File: src/hw/rtl/hdec_pkg.sv
package hdec_pkg;

	localparam int IDX_W       = 9;
	localparam int SYM_W       = 8;
	localparam int OP_W        = 2;
	localparam int BYTE_BITS   = 8;
	localparam int NODE_COUNT  = 512;
	localparam int QUEUE_DEPTH = 2;

	typedef enum logic [OP_W-1:0] {
		OP_LOAD    = 2'd0,
		OP_DECODE  = 2'd1,
		OP_RESTART = 2'd2
	} op_t;

	// one tree node as kept in the table
	typedef struct packed {
		logic [SYM_W-1:0] sym;
		logic             leaf;
		logic [IDX_W-1:0] right;
		logic [IDX_W-1:0] left;
	} node_t;

	// classified word handed from the front to the back
	typedef struct packed {
		op_t                  op;
		logic [IDX_W-1:0]     idx;
		node_t                node;
		logic [BYTE_BITS-1:0] code;
	} cmd_t;

	function automatic logic in_table(input logic [IDX_W-1:0] idx, input int count);
		return int'(idx) < count;
	endfunction

endpackage

File: src/hw/rtl/hdec_fifo.sv
module hdec_fifo #(
	parameter int DEPTH = hdec_pkg::QUEUE_DEPTH
) (
	input  logic           clk,
	input  logic           arst_n,
	input  logic           push,
	input  hdec_pkg::cmd_t push_data,
	output logic           full,
	input  logic           pop,
	output hdec_pkg::cmd_t pop_data,
	output logic           empty
);

	localparam int PW = $clog2(DEPTH);
	localparam int CW = $clog2(DEPTH + 1);

	hdec_pkg::cmd_t mem_q [DEPTH];
	logic [PW-1:0]  wr_ptr_q;
	logic [PW-1:0]  rd_ptr_q;
	logic [CW-1:0]  cnt_q;

	assign full     = cnt_q == CW'(DEPTH);
	assign empty    = cnt_q == '0;
	assign pop_data = mem_q[rd_ptr_q];

	always_ff @(posedge clk or negedge arst_n) begin
		if (!arst_n) begin
			wr_ptr_q <= '0;
			rd_ptr_q <= '0;
			cnt_q    <= '0;
		end else begin
			if (push) begin
				wr_ptr_q <= (wr_ptr_q == PW'(DEPTH - 1)) ? '0 : wr_ptr_q + 1'b1;
			end
			if (pop) begin
				rd_ptr_q <= (rd_ptr_q == PW'(DEPTH - 1)) ? '0 : rd_ptr_q + 1'b1;
			end
			if (push && !pop) begin
				cnt_q <= cnt_q + 1'b1;
			end else if (pop && !push) begin
				cnt_q <= cnt_q - 1'b1;
			end
		end
	end

	always_ff @(posedge clk) begin
		if (push) begin
			mem_q[wr_ptr_q] <= push_data;
		end
	end

endmodule

File: config.mk
export PLATFORM = sky130hd
export DESIGN_NAME = hdec_fifo
export DESIGN_NICKNAME = d
export VERILOG_FILES = /design/src/hw/rtl/hdec_pkg.sv /design/src/hw/rtl/hdec_fifo.sv
export SDC_FILE = /design/constraint.sdc
export NUM_CORES = 1
export LEC_CHECK = 0
export BUFFER_PORTS_ARGS = -buffer_cell sky130_fd_sc_hd__clkbuf_2
export CAP_MARGIN = 30
export CORE_MARGIN = 10
export CORE_UTILIZATION = 37
export DETAILED_ROUTE_END_ITERATION = 8
export PLACE_DENSITY = 0.59
export SYNTH_ARGS = -nofsm -noshare
export SYNTH_HDL_FRONTEND = slang
export SYNTH_SLANG_ARGS = --single-unit
File: constraint.sdc
create_clock -name clk -period 8.49 [get_ports clk]
set_input_delay 1.698 -clock clk [delete_from_list [all_inputs] [get_ports clk]]
set_output_delay 1.698 -clock clk [all_outputs]
set_load 0.01 [all_outputs]
Yosys cells after proc, flatten, opt, wreduce, memory -nomap -nowiden. Memory sizes are Yosys's and may differ from the RTL's. Index checks and enable logic that the tools add are counted. Widths: inputs -> output; s select.

$add $sub $neg: 4. Equality and inequality tests: 1. Muxes and demuxes: 6. Reductions and logical operators: 6.

Operators with widths (count): $mux 1 (4); $mux 2 (2); $add 1x1->1 const B (2); $add 2x1->2 const B (1); $eq 2x2->1 const B (1); $logic_and 1x1->1 (2); $logic_not 1->1 (2); $logic_not 2->1 (1); $reduce_bool 2->1 (1); $sub 2x1->2 const B (1).

Flip-flop bits (word level): 4. Memory bits (writable): 92. Input port bits: 50. Output and inout bits: 48. Logic and storage cells: 21. Memories: 1.

Memory list: mem_q (words 2, bits a word 46, rd ports 1, clocked after memory_dff 0, wr ports 1, line hdec_fifo.sv:17) `hdec_pkg::cmd_t mem_q [DEPTH];`.

Logic depth before layout (Yosys ltp).
Word-level depth: 4. Gate-level depth with buffers: 5. Depth with buffers taken out: 5.

Worst setup path after synthesis. Ideal clock, no wire load.

Path type: input port to flip-flop. Start: in push. End: mem mem_q[0][0] (netlist bit), enable pin. Setup time: 0.455 ns. Data arrival time: 3.744 ns. Required time: 8.035 ns. Path slack: 4.291 ns. Stages on the path: 1. Buffers on the path: 0. Path through: nor2b_1.

Cells in the longest elaborated chain, start to end: 2.

Ends and longest elaborated chain: start, declared (line hdec_fifo.sv:6) `input logic push,`; $mux 1 (line hdec_fifo.sv:47) `if (push) begin`; $mux 1 (not written as such) (line hdec_fifo.sv:48) `mem_q[wr_ptr_q] <= push_data;`; end, declared (line hdec_fifo.sv:17).

No other way between the ends.

==> metrics.csv <==
metric,value,unit
Vias/cell,4.43,
"area leader, netlist",edfxtp_1,
area fraction of the dominant cell type after synthesis,0.761,
Clock Latency Late Sink,340,ps
setup bufs post-CTS,0,
largest net degree at the start of global routing,33,
critical-path cell with the highest stage delay,dfrtp_2,
Switch Pwr,0.000408,W
Post-DRT Antenna Nets,0,
Hold Path Class,reg2reg,
total number of vias,1786,
largest family of logic cells by synthesized area,multiplexers,
Clk pwr share,0.183,
Lkg Pwr,1.77,nW
startpoint types,register,
DP HPWL,4730,um
top_reg_cell synth,edfxtp_1,
core area,9680,um^2
Yosys warning count,0,
post-synthesis register bit count,96,
xor/xnor share of the synthesized area,0.0121,
Arrival @ worst endpoint,2160,ps
Clock Pin Slew Worst Setup and Hold Paths,80,ps
share of cells above drive strength 1,0.604,
Max Clk Rate,259,MHz
Post-CTS Hold Buffers,0,
"Net Count, Synth",210,
Initial DRC Count,96,
Top Usage Layer GRT,met2,
Gate power share,0.321,
Sw Share,0.299,
Slew @ Worst Pin,535,ps
Adder-Cell Fraction of Synth Area,0.00345,
# diodes,0,
setup TNS,0,ps
M3 GR Usage,0.0491,
most instantiated cells after synthesis,"edfxtp_1 (92), mux2_4 (30), mux2_2 (16)",
Synth Area in Compound Gates,0,
Rows,36,
number of gates resized after CTS,0,
Synth cell types,13,
initial core utilization,0.375,
part of the power in registers,0.496,
Setup Skew,8.38,ps
CP bufs+invs,2,
synth top area cells,"edfxtp_1 (76%), mux2_4 (12%), mux2_2 (5.0%)",
maximum VDD drop,0.000129,V
DRC,0,
GPL Wtd Cong,0.645,
max-cap violation count,0,
CTS H-tree depth,3,
status,"complete, no violations",
met2 usage,0.150,
Longest Clk Path Bufs,2,
mean post-synth cell area,22.8,um^2
Setup CP Type,reg2out,
number of synthesized flops with an enable pin,92,
simple-gate share of the synthesized area,0.00724,
setup violators final,0,
gr usage total,0.0951,
Critical Path Sink Type,primary output,
DRT Pass-1 Iters,4,
initial antenna violation count,0,
Final min period,3850,ps
clock root cell,clkbuf_8,
met1 GRT Util,0.107,
ys async rst share,0.0417,
Tcrit/Tclk final,0.454,
mux contribution to synthesized area,0.174,
"Data required, critical path",6790,ps
chip width,119,um
Die H,119,um
num ports,98,
register area share after synthesis,0.789,
Power Dens Cells,308,nW/um^2
CTS Sinks,96,
"delay-heaviest family, CP",flip-flops,
final WL,6700,um
CP cell instances,buf_4 > mux2_2 > clkbuf_2,
vias in the first global route,2057,
Layout area overhead,22.0,%
max-slew violation count,0,
Crit Path Max Fanout,29,
IO buf count,97,
TritonCTS clock tree,done,
Die Footprint,14200,um^2
RSZ-0062 raised after global routing,no,
Slew HR,0.644,
CTS buffer count,9,
NumNets Final,316,
"Hold Vio Cnt, Final",0,
post-DR wirelength/cell,16.6,um
area of the mapped netlist,3630,um^2
top-count cell post-synth,edfxtp_1,
max incr delay on CP,720,ps
Post-Syn Instances,159,
GRT Residual Overflow,0,
"Core Util, Final",0.457,
internal cell power,0.000955,W
first-pass GRT wire length,10500,um
==> through the flow <==
stage	cell area, um^2	power [W]	setup slack, ps	hold WS [ps]	instances
2_1_floorplan	3630	0.000987	4290	455	159
3_3_place_gp	4260	0.00114	4960	474	387
3_5_place_dp	4260	0.00114	4950	477	387
4_1_cts	4430	0.00139	4550	494	403
5_1_grt	4430	0.00145	4480	532	403
6_report	4430	0.00136	4640	489	403
==> worst register-to-register path, cell delays in order (launching register included) <==
cell,delay (ps)
dfrtp_1,420
and2_2,490
buf_4,470
==> cell usage in the layout (no fill, tap or decap) <==
cell type | netlist | final
clkinv_2 | 0 | 3
xor2_1 | 4 | 4
edfxtp_1 | 92 | 92
clkinv_4 | 0 | 1
nor2_1 | 2 | 2
mux2_4 | 30 | 30
mux2_2 | 16 | 16
nor2b_1 | 2 | 1
ha_1 | 1 | 1
buf_4 | 0 | 3
clkbuf_8 | 0 | 9
clkinv_1 | 0 | 2
clkinvlp_4 | 0 | 1
nor2b_4 | 0 | 1
inv_1 | 1 | 1
dfrtp_1 | 4 | 3
xnor2_1 | 1 | 1
dfrtp_2 | 0 | 1
clkbuf_2 | 0 | 97
and2_2 | 0 | 1
==> sequential cells by signal, indices dropped and copies added, names as in the netlist <==
| signal | cells |
|---|---|
| mem_q | 92 |
| cnt_q | 2 |
| rd_ptr_q | 1 |
| wr_ptr_q | 1 |
==> final cells by class <==
class | instances | area, um^2
Timing Repair Buffer | 100 | 508
Clock buffer | 9 | 124
Sequential cell | 96 | 2860
Inverter | 1 | 3.75
Tap cell | 133 | 166
Clock inverter | 7 | 38.8
Fill cell | 881 | 5260
Multi-Input combinational cell | 57 | 722
==> logic make-up (layout without fill, tap and decap cells) <==
group,after synthesis,count (layout)
adder cells (fa/ha/maj),1,1
flip-flops,96,96
buffers and inverters,6,117
XOR/XNOR,5,5
multiplexers,46,46
AND/OR/NAND/NOR,5,5
==> power groups by stage <==
stage	clock [W]	sequential (W)	combinational [W]
2_1_floorplan	0	0.000664	0.000323
3_3_place_gp	0	0.000686	0.000451
3_5_place_dp	0	0.000690	0.000452
4_1_cts	0.000262	0.000679	0.000453
5_1_grt	0.000280	0.000689	0.000478
6_report	0.000250	0.000676	0.000438
==> per-layer routing <==
| metal | vias up | wire length (um) |
|---|---|---|
| met2 | 74 | 3110 |
| li1 | 832 | - |
| met1 | 869 | 2810 |
| met4 | 0 | 104 |
| met5 | - | 0 |
| met3 | 11 | 678 |
==> final timing paths <==
path	from	end	slack [ps]	cells after the start
min in group asynchronous	arst_n	cnt_q[0]$_DFFE_PN0P_	1140	1
max in group asynchronous	arst_n	rd_ptr_q$_DFFE_PN0P_	7200	1
max reg2reg	wr_ptr_q$_DFFE_PN0P_	mem_q[1][29]$_DFFE_PP_	6750	2
max	rd_ptr_q$_DFFE_PN0P_	pop_data[25]	4640	3
min reg2reg	cnt_q[1]$_DFFE_PN0P_	cnt_q[1]$_DFFE_PN0P_	490	1
min	cnt_q[1]$_DFFE_PN0P_	cnt_q[1]$_DFFE_PN0P_	490	1
No activity file was read; power rests on OpenSTA's default activity.
