<file path="src/hw/rtl/hdec_pkg.sv">
package hdec_pkg;

	localparam int IDX_W       = 9;
	localparam int SYM_W       = 8;
	localparam int OP_W        = 2;
	localparam int BYTE_BITS   = 8;
	localparam int NODE_COUNT  = 512;
	localparam int QUEUE_DEPTH = 2;

	typedef enum logic [OP_W-1:0] {
		OP_LOAD    = 2'd0,
		OP_DECODE  = 2'd1,
		OP_RESTART = 2'd2
	} op_t;

	// one tree node as kept in the table
	typedef struct packed {
		logic [SYM_W-1:0] sym;
		logic             leaf;
		logic [IDX_W-1:0] right;
		logic [IDX_W-1:0] left;
	} node_t;

	// classified word handed from the front to the back
	typedef struct packed {
		op_t                  op;
		logic [IDX_W-1:0]     idx;
		node_t                node;
		logic [BYTE_BITS-1:0] code;
	} cmd_t;

	function automatic logic in_table(input logic [IDX_W-1:0] idx, input int count);
		return int'(idx) < count;
	endfunction

endpackage

</file>
<file path="src/hw/rtl/hdec_front.sv">
module hdec_front #(
	parameter int NODE_COUNT = hdec_pkg::NODE_COUNT
) (
	input  logic                              clk,
	input  logic                              arst_n,
	input  logic                              item_valid,
	output logic                              item_stall,
	input  logic [hdec_pkg::OP_W-1:0]         op,
	input  logic [hdec_pkg::IDX_W-1:0]        node_index,
	input  logic [hdec_pkg::IDX_W-1:0]        left_child,
	input  logic [hdec_pkg::IDX_W-1:0]        right_child,
	input  logic                              leaf_flag,
	input  logic [hdec_pkg::SYM_W-1:0]        leaf_symbol,
	input  logic [hdec_pkg::BYTE_BITS-1:0]    code_byte,
	output logic                              push,
	output hdec_pkg::cmd_t                    cmd,
	input  logic                              full
);

	logic           vld_s1;
	hdec_pkg::cmd_t cmd_s1;
	logic           accept;
	logic           keep;

	// loads outside the table and unused op codes have no effect, drop them here
	always_comb begin
		case (hdec_pkg::op_t'(op))
			hdec_pkg::OP_LOAD:    keep = hdec_pkg::in_table(node_index, NODE_COUNT);
			hdec_pkg::OP_DECODE:  keep = 1'b1;
			hdec_pkg::OP_RESTART: keep = 1'b1;
			default:              keep = 1'b0;
		endcase
	end

	assign item_stall = vld_s1 && full;
	assign push       = vld_s1 && !full;
	assign accept     = item_valid && !item_stall;
	assign cmd        = cmd_s1;

	always_ff @(posedge clk or negedge arst_n) begin
		if (!arst_n) begin
			vld_s1 <= 1'b0;
		end else if (accept) begin
			vld_s1 <= keep;
		end else if (push) begin
			vld_s1 <= 1'b0;
		end
	end

	always_ff @(posedge clk) begin
		if (accept) begin
			cmd_s1.op         <= hdec_pkg::op_t'(op);
			cmd_s1.idx        <= node_index;
			cmd_s1.node.left  <= left_child;
			cmd_s1.node.right <= right_child;
			cmd_s1.node.leaf  <= leaf_flag;
			cmd_s1.node.sym   <= leaf_symbol;
			cmd_s1.code       <= code_byte;
		end
	end

endmodule

</file>
<file path="config.mk">
export PLATFORM = sky130hd
export DESIGN_NAME = hdec_front
export DESIGN_NICKNAME = d
export VERILOG_FILES = /design/src/hw/rtl/hdec_pkg.sv /design/src/hw/rtl/hdec_front.sv
export SDC_FILE = /design/constraint.sdc
export NUM_CORES = 1
export LEC_CHECK = 0
export BUFFER_PORTS_ARGS = -buffer_cell sky130_fd_sc_hd__buf_4
export CORE_MARGIN = 8
export CORE_UTILIZATION = 40
export CTS_BUF_LIST = sky130_fd_sc_hd__clkbuf_16
export DETAILED_ROUTE_END_ITERATION = 7
export HOLD_SLACK_MARGIN = 0.05
export PLACE_DENSITY = 0.84
export SYNTH_ARGS = -nofsm -noshare
export SYNTH_HDL_FRONTEND = slang
export SYNTH_SLANG_ARGS = --single-unit
export TNS_END_PERCENT = 10
</file>
<file path="constraint.sdc">
create_clock -name clk -period 5.1 [get_ports clk]
set_input_delay 1.02 -clock clk [delete_from_list [all_inputs] [get_ports clk]]
set_output_delay 1.02 -clock clk [all_outputs]
set_load 0.02 [all_outputs]
</file>
## Yosys cells after proc, flatten, opt, wreduce, memory -nomap -nowiden

Index checks and enable logic that the tools add are counted.

- Register bits: 47
- Input bits: 50
- Output and inout port bits: 48
- Word-level logic and storage cells: 21

- Eq/ne operators: 2
- Muxes and demuxes: 3
- Reduce and logical (&&, ||, !) cells: 8

Operator list:

| kind | count |
|---|---|
| 1-bit logical AND | 3 |
| 1-bit two-way mux | 3 |
| 3-bit OR reduction | 1 |
| 2-bit by 1-bit == test with 1-bit output, second input constant | 1 |
| 2-bit == test, second input constant | 1 |
| 1-bit zero test | 2 |
| 2-bit zero test | 1 |
| 2-bit nonzero test | 1 |

## Logic depth before layout (Yosys ltp)

- Depth after elaboration: 4
- Gate-level depth with buffers: 2
- Depth with buffers taken out: 2

## Worst setup path before layout

No wires, ideal clock.

- Kind: input-to-reg
- Start: in full
- End: reg cmd_s1 (netlist bit cmd[0]) (enable)
- Setup time: 0.455 ns
- Arrival: 3.274 ns
- Data required time: 4.645 ns
- Slack: 1.370 ns
- Cell stages on the path: 2
- Path buffers: 0
- Cells stage by stage: and2_4 -> nor2b_1

- Word-level cells in the longest chain between the ends: 3

RTL lines:

| item | line | RTL |
|---|---|---|
| start: declaration | hdec_front.sv:17 | `input logic full` |
| 1-bit logical AND | hdec_front.sv:35 | `assign item_stall = vld_s1 && full;` |
| 1-bit zero test | hdec_front.sv:37 | `assign accept = item_valid && !item_stall;` |
| 1-bit logical AND | hdec_front.sv:37 |  |
| named net accept | hdec_front.sv:22 | `logic accept;` |
| end: declaration | hdec_front.sv:21 | `hdec_pkg::cmd_t cmd_s1;` |

The timed path passes the listed nets, and every way through them passes these cells.
A chain may end at the register's enable or synchronous reset.

## Final worst setup path

- Start: in full
- End: out push

- Word-level cells in the longest chain between the ends: 2

RTL lines:

| item | line | RTL |
|---|---|---|
| 1-bit zero test | hdec_front.sv:36 | `assign push = vld_s1 && !full;` |
| 1-bit logical AND | hdec_front.sv:36 |  |
| end: declaration | hdec_front.sv:15 | `output logic push,` |

Every way passes these cells.

==> impl_metrics.json <==
{
  "synth_compound_area_share_pct": 0.521,
  "synth_area_um2": 1440,
  "drtPass1Iterations": 3,
  "synth_nets": 102,
  "synth_fa_ha_area_share_pct": 0,
  "ctsResizeCount": 0,
  "coreArea_um2": 3550,
  "rsz0062_at_grt": "false",
  "routedWlPerCell_um": 18.2,
  "cp_slowest_cell": "and2b_1",
  "synth_top_area_cell": "edfxtp_1",
  "ys_ff_latch": 47,
  "ir_drop_uv": 289,
  "synth_mux_area_share_pct": 0,
  "synthSimpleGateAreaFrac_pct": 1.82,
  "final_layout_size_suffix_gt1_share_pct": 67.5,
  "swShare_pct": 19.3,
  "start_util_pct": 40.6,
  "critical-path-top-delay-family": "buffers and inverters",
  "relSlewSlack_pct": 20.0,
  "tritoncts": "yes",
  "combPwrFrac_pct": 11.0,
  "final_core_util_pct": 68.3,
  "wirelength_um": 3740,
  "post_cts_buffers": 0,
  "io_buffers": 97,
  "p_clk_share_pct": 41.7,
  "tightest_slew_ns": 1.20,
  "area_growth_pct": 68.4,
  "crit_cells": 3,
  "yosys.area.top_type_share_pct": 95.9,
  "reg2regPathDepth": 2,
  "max_freq_mhz": 403,
  "hold-worst-slack_ns": 0.502,
  "syn_inst": 52,
  "syn_area_per_cell_um2": 27.7,
  "cts_sinks": 47,
  "grt_max_degree": 47,
  "grt_pass1_wl_um": 5670,
  "path_cells": "buf_4, and2b_1, buf_4",
  "crit_required_ns": 4.08,
  "min_period_ns": 2.48,
  "clock_path_buffers": 2,
  "crit_path_start_kind": "input port",
  "grt_usage_pct": 12.8,
  "finalHoldViolations": 0,
  "max_stage_delay_ns": 0.19,
  "cp_max_fo": 2,
  "p_switching_uw": 188,
  "root_buffer": "clkbuf_16",
  "synth_cell_types": 7,
  "ys_top_cells_by_area": "edfxtp_1 96%, dfrtp_1 1.7%, and2_4 0.61%",
  "path_common_cell": "buf_4",
  "intPower_uw": 784,
  "drtAntennaViolNets": 0,
  "overflow": 0,
  "rows": 22,
  "async_reset_ff_share_pct": 2.13,
  "io_pins": 98,
  "antenna_found_initial": 0,
  "clk_pin_slew_ns": 0.06,
  "status": "finished, final reports clean",
  "cp.arrival_ns": 1.46,
  "grt_pass1_vias": 1064,
  "p_per_area_nw_per_um2": 401,
  "max_cap_viol_count": 0,
  "cts_buffers": 5,
  "skew_ns": 0.00419,
  "fin_tns_setup_ns": 0,
  "min_path_type": "input port to asynchronous set/reset pin",
  "synth-seq-area-share_pct": 97.7,
  "crit_buf_inv": 2,
  "insertion_delay_ns": 0.28,
  "crit_type": "input port to output port",
  "synth_edf_count": 46,
  "p_leak_uw": 0.00104,
  "layout.nets": 206,
  "htree_levels": 2,
  "synth_top_family_by_area": "simple AND/OR/NAND/NOR gates",
  "hold_buffers": 0,
  "worstSetupEndpointType": "output port",
  "die_h_um": 76,
  "final.period_utilization_pct": 48.6,
  "globalplace.congestion": 0.663,
  "drt_iter0_drc": 61,
  "synth_ff_type": "edfxtp_1",
  "yosysWarnings": 0,
  "die_x_um": 76,
  "seq_power_share_pct": 47.3,
  "antenna_cells": 0,
  "finalSetupViolations": 0,
  "drv_slew": 0,
  "synth.most_common_cell": "edfxtp_1",
  "route.detailed.drc": 0,
  "synthXorXnorAreaFrac_pct": 0,
  "die_area_um2": 5780,
  "via_per_inst": 4.40,
  "num_vias": 903
}
-- cells in the final DEF, fill, tap and decap left out --
master / n
buf_4: 97
nor2b_4: 1
and2b_1: 1
clkbuf_16: 5
bufinv_16: 2
nand2_1: 1
a21o_1: 1
dfrtp_1: 1
edfxtp_1: 46
and2_4: 1
inv_1: 1
-- registers in the layout (all words and copies together) (netlist names) --
| register | count |
|---|---|
| cmd | 46 |
| vld_s1 | 1 |
-- path summary, 6_finish.rpt --
kind	end	slack [ns]	from
min in group clk	vld_s1	0.64	vld_s1
worst min register to register	vld_s1	0.64	vld_s1
worst max-delay path	push	2.62	full
worst min-delay path	vld_s1	0.50	arst_n
worst max register to register	cmd[25]	3.24	vld_s1
max in group asynchronous	vld_s1	4.52	arst_n
-- final cells by class --
| type | count | area (um^2) |
|---|---|---|
| sequential | 47 | 1410 |
| fill | 221 | 1130 |
| timing repair buffer | 97 | 728 |
| clock buffer | 5 | 125 |
| clock inverter | 3 | 63.8 |
| tap | 48 | 60.1 |
| multi-input combinational | 5 | 41.3 |
-- cell families after synthesis --
kind of cell,Yosys count
and+or+nand+nor,4
AOI/OAI and AO/OA,1
DFF,47
-- metal layers --
| metal | global-route usage (%) | vias up | wire length, um |
|---|---|---|---|
| met5 | 0 | - | 0 |
| met4 | 7.25 | 0 | 113 |
| met3 | 11.1 | 11 | 660 |
| met2 | 20.2 | 69 | 1820 |
| met1 | 10.7 | 412 | 1140 |
| li1 | - | 411 | - |
-- metrics by stage --
| stage | area [um^2] | cells | worst slack (ns) | total power (uW) |
|---|---|---|---|---|
| 2_1_floorplan | 1440 | 52 | 1.37 | 508 |
| 3_3_place_gp | 2240 | 197 | 2.53 | 571 |
| 3_5_place_dp | 2240 | 197 | 2.45 | 576 |
| 4_1_cts | 2420 | 205 | 2.62 | 982 |
| 5_1_grt | 2420 | 205 | 2.61 | 998 |
| 6_report | 2420 | 205 | 2.62 | 972 |
-- power groups by stage --
stage | clock network [uW] | registers, uW | logic (uW)
after global placement | 0 | 466 | 105
final | 405 | 460 | 107
after floorplan | 0 | 496 | 11.4
after CTS | 414 | 460 | 108
after detailed placement | 0 | 468 | 108
after global routing | 424 | 462 | 112
Power figures use the tool's default switching activity.
